**src/rtl/swrm_pkg.sv**
```systemverilog
// ============================================================================
// swrm_pkg - shared types for the sliding window row maximum block
// Compare operation codes used by the sequencer and the shared compare unit,
// and the width of the window width register.
// ============================================================================
package swrm_pkg;

    localparam int CFG_W = 7;

    typedef enum logic
    {
        CMP_GE,
        CMP_GT
    } cmp_op_t;

endpackage

```
**src/rtl/sliding_window_row_maximum_top.sv**
```systemverilog
// ============================================================================
// sliding_window_row_maximum_top - row pass of a sliding window maximum
// Monotonic deque of (value, position) pairs; one result per cell, and on a
// row end the trailing results of the windows clipped at the row end.
// ============================================================================
//
//  channel   handshake                 payload
//  -------   -----------------------   ---------------------------------
//  cfg       cfg_valid / cfg_ready     window_width
//  cell      cell_valid / cell_stall   cell_prob, row_end
//  result    result_valid / result_stall   window_max, row_done
//
//  A cell goes through accept, a front eviction pass that evicts aged-out
//  entries one by one, a back pop pass that pops smaller entries one by one,
//  and a push. A row end adds W - 1 trailing beats, with front evictions
//  between them. All passes share one compare unit and the deque memory ports.
//  Reset clears the deque pointers, column position and output valid; the
//  window width resets to 1. A stalled result beat holds the sequencer at
//  the next beat it would emit. cfg_ready is always high.
//
module sliding_window_row_maximum_top #(
    parameter int MAX_WINDOW = 64,
    parameter int VALUE_BITS = 16
) (
    input  logic                       clk,
    input  logic                       rst_n,
    input  logic                       cfg_valid,
    output logic                       cfg_ready,
    input  logic [swrm_pkg::CFG_W-1:0] window_width,
    input  logic                       cell_valid,
    output logic                       cell_stall,
    input  logic [VALUE_BITS-1:0]      cell_prob,
    input  logic                       row_end,
    output logic                       result_valid,
    input  logic                       result_stall,
    output logic [VALUE_BITS-1:0]      window_max,
    output logic                       row_done
);

    localparam int PTR_W   = (MAX_WINDOW > 1) ? $clog2(MAX_WINDOW) : 1;
    localparam int CNT_W   = $clog2(MAX_WINDOW + 1);
    localparam int POS_MOD = 2 * MAX_WINDOW;
    localparam int POS_W   = $clog2(POS_MOD);
    localparam int EW      = (CNT_W > swrm_pkg::CFG_W) ? CNT_W : swrm_pkg::CFG_W;
    localparam int CW0     = (VALUE_BITS > POS_W) ? VALUE_BITS : POS_W;
    localparam int CMP_W   = (CW0 > CNT_W) ? CW0 : CNT_W;
    localparam int DATA_W  = VALUE_BITS + POS_W;

    typedef enum logic [2:0]
    {
        S_IDLE,
        S_EVICT,
        S_POP,
        S_PUSH,
        S_DRAIN
    } state_t;

    function automatic logic [PTR_W-1:0] ptr_inc(input logic [PTR_W-1:0] p);
        return (p == PTR_W'(MAX_WINDOW - 1)) ? '0 : p + 1'b1;
    endfunction

    function automatic logic [PTR_W-1:0] slot_of(input logic [PTR_W-1:0] h,
                                                 input logic [CNT_W-1:0] c);
        logic [PTR_W:0] s;
        s = {1'b0, h} + (PTR_W + 1)'(c);
        if (s >= (PTR_W + 1)'(MAX_WINDOW))
        begin
            s = s - (PTR_W + 1)'(MAX_WINDOW);
        end
        return s[PTR_W-1:0];
    endfunction

    function automatic logic [PTR_W-1:0] back_of(input logic [PTR_W-1:0] h,
                                                 input logic [CNT_W-1:0] c);
        logic [PTR_W-1:0] s;
        s = slot_of(h, c);
        return (s == '0) ? PTR_W'(MAX_WINDOW - 1) : s - 1'b1;
    endfunction

    function automatic logic [POS_W-1:0] pos_inc(input logic [POS_W-1:0] p);
        return (p == POS_W'(POS_MOD - 1)) ? '0 : p + 1'b1;
    endfunction

    function automatic logic [POS_W-1:0] age_of(input logic [POS_W-1:0] p,
                                                input logic [POS_W-1:0] f);
        logic [POS_W:0] d;
        d = {1'b0, p} - {1'b0, f};
        if (p < f)
        begin
            d = d + (POS_W + 1)'(POS_MOD);
        end
        return d[POS_W-1:0];
    endfunction

    function automatic logic [CNT_W-1:0] eff_width(input logic [swrm_pkg::CFG_W-1:0] c);
        logic [EW-1:0] x;
        x = EW'(c);
        if (x == '0)
        begin
            x = EW'(1);
        end
        if (x > EW'(MAX_WINDOW))
        begin
            x = EW'(MAX_WINDOW);
        end
        return x[CNT_W-1:0];
    endfunction

    state_t                     state_reg, state_next;
    logic [PTR_W-1:0]           head_reg, head_next;
    logic [CNT_W-1:0]           count_reg, count_next;
    logic [POS_W-1:0]           col_reg, col_next;
    logic [POS_W-1:0]           pos_reg, pos_next;
    logic [VALUE_BITS-1:0]      val_reg, val_next;
    logic                       last_reg, last_next;
    logic [CNT_W-1:0]           w_reg, w_next;
    logic [CNT_W-1:0]           t_reg, t_next;
    logic [swrm_pkg::CFG_W-1:0] width_reg, width_next;
    logic                       res_valid_reg, res_valid_next;
    logic [VALUE_BITS-1:0]      res_max_reg, res_max_next;
    logic                       res_done_reg, res_done_next;

    logic                       wr_en;
    logic [PTR_W-1:0]           wr_addr;
    logic [DATA_W-1:0]          wr_data;
    logic [PTR_W-1:0]           rd_a_addr;
    logic [PTR_W-1:0]           rd_b_addr;
    logic [DATA_W-1:0]          rd_a_data;
    logic [DATA_W-1:0]          rd_b_data;

    logic [VALUE_BITS-1:0]      front_val;
    logic [POS_W-1:0]           front_pos;
    logic [VALUE_BITS-1:0]      back_val;
    logic [VALUE_BITS-1:0]      front_out;
    logic [POS_W-1:0]           age;

    swrm_pkg::cmp_op_t          cmp_op;
    logic [CMP_W-1:0]           cmp_a;
    logic [CMP_W-1:0]           cmp_b;
    logic                       cmp_hit;
    logic                       slot_free;

    swrm_mem #(
        .DEPTH  (MAX_WINDOW),
        .DATA_W (DATA_W),
        .ADDR_W (PTR_W)
    ) u_mem (
        .clk       (clk),
        .wr_en     (wr_en),
        .wr_addr   (wr_addr),
        .wr_data   (wr_data),
        .rd_a_addr (rd_a_addr),
        .rd_a_data (rd_a_data),
        .rd_b_addr (rd_b_addr),
        .rd_b_data (rd_b_data)
    );

    swrm_cmp #(
        .WIDTH (CMP_W)
    ) u_cmp (
        .op  (cmp_op),
        .a   (cmp_a),
        .b   (cmp_b),
        .hit (cmp_hit)
    );

    assign front_val = rd_a_data[DATA_W-1:POS_W];
    assign front_pos = rd_a_data[POS_W-1:0];
    assign back_val  = rd_b_data[DATA_W-1:POS_W];
    assign front_out = (count_reg == '0) ? '0 : front_val;
    assign age       = age_of(pos_reg, front_pos);
    assign slot_free = !res_valid_reg || !result_stall;

    // value test at the back while popping, age test at the front otherwise
    always_comb
    begin
        if (state_reg == S_POP)
        begin
            cmp_op = swrm_pkg::CMP_GT;
            cmp_a  = CMP_W'(val_reg);
            cmp_b  = CMP_W'(back_val);
        end
        else
        begin
            cmp_op = swrm_pkg::CMP_GE;
            cmp_a  = CMP_W'(age);
            cmp_b  = CMP_W'(w_reg);
        end
    end

    always_comb
    begin
        state_next     = state_reg;
        head_next      = head_reg;
        count_next     = count_reg;
        col_next       = col_reg;
        pos_next       = pos_reg;
        val_next       = val_reg;
        last_next      = last_reg;
        w_next         = w_reg;
        t_next         = t_reg;
        width_next     = width_reg;
        res_valid_next = res_valid_reg;
        res_max_next   = res_max_reg;
        res_done_next  = res_done_reg;
        wr_en          = 1'b0;
        wr_addr        = slot_of(head_reg, count_reg);
        wr_data        = {val_reg, pos_reg};

        if (cfg_valid && cfg_ready)
        begin
            width_next = window_width;
        end

        if (res_valid_reg && !result_stall)
        begin
            res_valid_next = 1'b0;
        end

        case (state_reg)
            S_IDLE:
            begin
                if (cell_valid)
                begin
                    val_next   = cell_prob;
                    last_next  = row_end;
                    w_next     = eff_width(width_reg);
                    pos_next   = col_reg;
                    state_next = S_EVICT;
                end
            end
            S_EVICT:
            begin
                if ((count_reg != '0) && cmp_hit)
                begin
                    head_next  = ptr_inc(head_reg);
                    count_next = count_reg - 1'b1;
                end
                else
                begin
                    state_next = S_POP;
                end
            end
            S_POP:
            begin
                if ((count_reg != '0) && cmp_hit)
                begin
                    count_next = count_reg - 1'b1;
                end
                else
                begin
                    state_next = S_PUSH;
                end
            end
            S_PUSH:
            begin
                if (slot_free)
                begin
                    wr_en          = 1'b1;
                    count_next     = count_reg + 1'b1;
                    res_valid_next = 1'b1;
                    res_max_next   = (count_reg == '0) ? val_reg : front_val;
                    res_done_next  = last_reg && (w_reg == CNT_W'(1));
                    if (!last_reg)
                    begin
                        col_next   = pos_inc(pos_reg);
                        state_next = S_IDLE;
                    end
                    else if (w_reg == CNT_W'(1))
                    begin
                        head_next  = '0;
                        count_next = '0;
                        col_next   = '0;
                        state_next = S_IDLE;
                    end
                    else
                    begin
                        t_next     = CNT_W'(1);
                        pos_next   = pos_inc(pos_reg);
                        state_next = S_DRAIN;
                    end
                end
            end
            S_DRAIN:
            begin
                if ((count_reg != '0) && cmp_hit)
                begin
                    head_next  = ptr_inc(head_reg);
                    count_next = count_reg - 1'b1;
                end
                else if (slot_free)
                begin
                    res_valid_next = 1'b1;
                    res_max_next   = front_out;
                    res_done_next  = (t_reg == w_reg - 1'b1);
                    if (t_reg == w_reg - 1'b1)
                    begin
                        // row finished: drop the deque and restart the column
                        head_next  = '0;
                        count_next = '0;
                        col_next   = '0;
                        state_next = S_IDLE;
                    end
                    else
                    begin
                        t_next   = t_reg + 1'b1;
                        pos_next = pos_inc(pos_reg);
                    end
                end
            end
            default:
            begin
                state_next = S_IDLE;
            end
        endcase
    end

    // read ahead at the next pointers so data is ready in the next cycle
    assign rd_a_addr = head_next;
    assign rd_b_addr = back_of(head_next, count_next);

    always_ff @(posedge clk or negedge rst_n)
    begin
        if (!rst_n)
        begin
            state_reg     <= S_IDLE;
            head_reg      <= '0;
            count_reg     <= '0;
            col_reg       <= '0;
            pos_reg       <= '0;
            val_reg       <= '0;
            last_reg      <= 1'b0;
            w_reg         <= CNT_W'(1);
            t_reg         <= '0;
            width_reg     <= swrm_pkg::CFG_W'(1);
            res_valid_reg <= 1'b0;
            res_max_reg   <= '0;
            res_done_reg  <= 1'b0;
        end
        else
        begin
            state_reg     <= state_next;
            head_reg      <= head_next;
            count_reg     <= count_next;
            col_reg       <= col_next;
            pos_reg       <= pos_next;
            val_reg       <= val_next;
            last_reg      <= last_next;
            w_reg         <= w_next;
            t_reg         <= t_next;
            width_reg     <= width_next;
            res_valid_reg <= res_valid_next;
            res_max_reg   <= res_max_next;
            res_done_reg  <= res_done_next;
        end
    end

    assign cfg_ready    = 1'b1;
    assign cell_stall   = (state_reg != S_IDLE);
    assign result_valid = res_valid_reg;
    assign window_max   = res_max_reg;
    assign row_done     = res_done_reg;

    a_push_room: assert property (@(posedge clk) disable iff (!rst_n)
        (state_reg == S_PUSH) |-> (count_reg < CNT_W'(MAX_WINDOW)))
        else $error("deque full at push");

    a_row_clear: assert property (@(posedge clk) disable iff (!rst_n)
        (res_valid_reg && res_done_reg) |->
            ((count_reg == '0) && (head_reg == '0) && (col_reg == '0)))
        else $error("row end beat pending with deque not cleared");

    a_evict_exit: assert property (@(posedge clk) disable iff (!rst_n)
        (state_reg == S_EVICT) |=> ((state_reg == S_EVICT) || (state_reg == S_POP)))
        else $error("eviction pass left to wrong state");

    a_drain_nonempty: assert property (@(posedge clk) disable iff (!rst_n)
        (state_reg == S_DRAIN) |-> (count_reg != '0))
        else $error("deque empty during trailing drain");

endmodule

```
**src/rtl/swrm_cmp.sv**
```systemverilog
// ============================================================================
// swrm_cmp - shared magnitude compare unit
// One unsigned comparator, used for the age test at the deque front and for
// the value test at the deque back.
// ============================================================================
module swrm_cmp #(
    parameter int WIDTH = 16
) (
    input  swrm_pkg::cmp_op_t  op,
    input  logic [WIDTH-1:0]   a,
    input  logic [WIDTH-1:0]   b,
    output logic               hit
);

    always_comb
    begin
        case (op)
            swrm_pkg::CMP_GE: hit = (a >= b);
            swrm_pkg::CMP_GT: hit = (a > b);
            default:          hit = 1'b0;
        endcase
    end

endmodule

```
**src/rtl/swrm_mem.sv**
```systemverilog
// ============================================================================
// swrm_mem - deque storage
// One write port and two registered read ports; a read of the address being
// written returns the new data.
// ============================================================================
module swrm_mem #(
    parameter int DEPTH  = 64,
    parameter int DATA_W = 23,
    parameter int ADDR_W = 6
) (
    input  logic              clk,
    input  logic              wr_en,
    input  logic [ADDR_W-1:0] wr_addr,
    input  logic [DATA_W-1:0] wr_data,
    input  logic [ADDR_W-1:0] rd_a_addr,
    output logic [DATA_W-1:0] rd_a_data,
    input  logic [ADDR_W-1:0] rd_b_addr,
    output logic [DATA_W-1:0] rd_b_data
);

    logic [DATA_W-1:0] mem [DEPTH];

    always_ff @(posedge clk)
    begin
        if (wr_en)
        begin
            mem[wr_addr] <= wr_data;
        end
    end

    // bypass the write so a freshly pushed entry reads back at once
    always_ff @(posedge clk)
    begin
        if (wr_en && (wr_addr == rd_a_addr))
        begin
            rd_a_data <= wr_data;
        end
        else
        begin
            rd_a_data <= mem[rd_a_addr];
        end
        if (wr_en && (wr_addr == rd_b_addr))
        begin
            rd_b_data <= wr_data;
        end
        else
        begin
            rd_b_data <= mem[rd_b_addr];
        end
    end

endmodule
```
**config.mk**
```make
export PLATFORM = sky130hd
export DESIGN_NAME = sliding_window_row_maximum_top
export DESIGN_NICKNAME = d
export VERILOG_FILES = /design/src/rtl/swrm_pkg.sv /design/src/rtl/sliding_window_row_maximum_top.sv /design/src/rtl/swrm_cmp.sv /design/src/rtl/swrm_mem.sv
export SDC_FILE = /design/constraint.sdc
export NUM_CORES = 2
export LEC_CHECK = 0
export BUFFER_PORTS_ARGS = -buffer_cell sky130_fd_sc_hd__buf_2
export CAP_MARGIN = 20
export CORE_UTILIZATION = 40
export DETAILED_ROUTE_END_ITERATION = 8
export GPL_TIMING_DRIVEN = 1
export PLACE_DENSITY_LB_ADDON = 0.3
export SLEW_MARGIN = 15
export SYNTH_ARGS = -nofsm -noshare
export SYNTH_HDL_FRONTEND = slang
export SYNTH_HIERARCHICAL = 1
export SYNTH_SLANG_ARGS = --single-unit
```
**constraint.sdc**
```tcl
create_clock -name clk -period 11.8 [get_ports clk]
set_clock_uncertainty 0.15 [all_clocks]
set_input_delay 1.18 -clock clk [delete_from_list [all_inputs] [get_ports clk]]
set_output_delay 1.18 -clock clk [all_outputs]
set_load 0.03 [all_outputs]
```
==> impl_results.md <==
- Status: finished clean
- Clk root buf: clkbuf_16
- Avg Cell Area, Syn: 17.31 um^2
- Post-synthesis instance total: approximately 4200
- DRT Pass-1 Iters: 6
- Drt wl/cell: ~32 um
- Area grow syn2layout: 11.50%
- Worst slew pin tran: 1.374 ns
- Synth Cell Area: 72200 um^2
- Placer Congestion: 0.8912
- Routed WL: 217.0 mm
- Detailed placement HPWL: 133.4 mm
- VDD IR max: 0.2407 mV
- Max-slew violation count: 0
- Max-cap violations: 0
- Post-CTS Setup Bufs: 0
- CTS H-tree depth: 4
- Register area: around 47000 um^2
- Clock Latency Late Sink: 0.82 ns
- Synth warn: 6
- Die Wd: 426.9 um
- Worst hold path class: primary input to async pin
- CTS tree: done
- Largest net degree at the start of global routing: roughly 110
- Critical setup path kind: flop to flop
- Final Cycle Share: 84.00%
- Clock slew at reported path FFs: 0.06 ns
- First-pass GRT wire length: roughly 310 mm
- Initial cell density of the core: between 40 and 50%
- FILL cells: 15416
- CP max stage delay: approximately 0.92 ns
- Core footprint: ~180000 um^2
- CTS max path bufs: 3
- Die H: 426.9 um
- Pwr dens: 249.1 nW/um^2
- Post-layout util: around 45%
- Slew margin rel.: 8.431%
- Final net count: 4295
- Multi-input logic area: 23810 um^2
- Layout cell share with drive strength beyond 1: approximately 27%
- Vias post-DR: 41878
- Hold Buf Count CTS: 0
- CP Data Required Time: 12.40 ns
- Final Non-Filler Cells: around 6700
- Placed Instances: 6404
- CTS Buf Count: approximately 160
- Initial drt markers: 4934
- Crit path launch type: flop
- Setup TNS: 0 ns
- Std-Cell Rows: 155
- Power Total: 20060 uW
- Most frequent cells in the layout: 1472 x edfxtp_1, 456 x mux4_2, 329 x mux2i_1, 165 x clkbuf_16, 159 x mux2_2
- Mapped Nets: 4246
- WP data arrival: between 10 and 15 ns
- Setup slack after layout: 1.888 ns
- Total GRT Usage: 23.69%
- Remaining global-route overflow: 0
- Max reg flops: between 1000 and 1500
- Vias per cell: 6.236
- CP max-delay cell: a2111oi_0
- Worst r2r path cells: 34
- Commonest non-fill, non-tap cell in the layout: edfxtp_1
- Port bufs: 47
- Leakage power: 0.02602 uW
- Pre-CTS setup slack: around 2.1 ns
- Clock sinks: approximately 1600
- Max FO, Critical Path: 38
- Vias in the first global route: 41031
- RSZ-0062 raised after global routing: false
- Final hold vios: 0
- Die area: 182200 um^2
- FMAX: 100.9 MHz
- Antenna-violating nets left: 0
- Final min period: 9.912 ns
- Flop-to-flop setup slack: 1.89 ns
- Ports: 49
- CP Capture Type: flop
- CTS resizes: 0
- Initial antenna violation count: 13
- Final setup viols: 0
- DRC violations left: 0
critical path: cells and delay by family (launching register included):
kind                       cells  cell delay, ns
muxes                          3            0.51
adders and majority gates      3            0.95
DFF                            1            0.84
buffers and inverters          3            0.91
xor gates and xnor gates       2            0.46
and+or+nand+nor                6            1.66
AOI/OAI and AO/OA             17            4.34
stage by stage:
step	hold WS [ns]	instance area [um^2]
finish	0.1279	80500
global route	0.1321	80500
CTS	0.08764	80450
detailed placement	0.3202	75140
global placement	0.3151	75120
floorplan	0.3149	72200
layout make-up:
cell class                 instances  area share, %
sequential                      1570          57.95
antenna                            2       0.006217
clock inverter                    92          1.170
clock buffer                     211          5.430
timing repair buffer             216          2.010
multi-input combinational       2227          29.57
inverter                          42         0.1958
tap                             2355          3.660
report_power, final:
part	leakage, uW	switching [uW]	internal, uW
Clock	0.00259	2210	2960
Combinational	0.00853	4900	2670
Sequential	0.0149	306	7020
Total	0.0260	7410	12600
per-layer routing:
layer,wire (um),track usage (%),vias to the layer above,part of all wire (%)
li1,-,-,17211,-
met1,87860,32.72,22369,40
met2,101500,36.87,1958,47
met3,19650,5.089,332,9.1
met4,7920,8.720,8,3.6
met5,67,0,-,0.031
worst max-delay path by stage:
stage	slack, ns	to	from	cells after the start
after floorplan	4.55	flop	flop	39
after global placement	1.92	flop	flop	29
after detailed placement	2.13	flop	flop	34
after CTS	2.13	flop	flop	34
after global routing	1.26	flop	flop	34
final	1.89	flop	flop	34
Power figures use the tool's default switching activity.
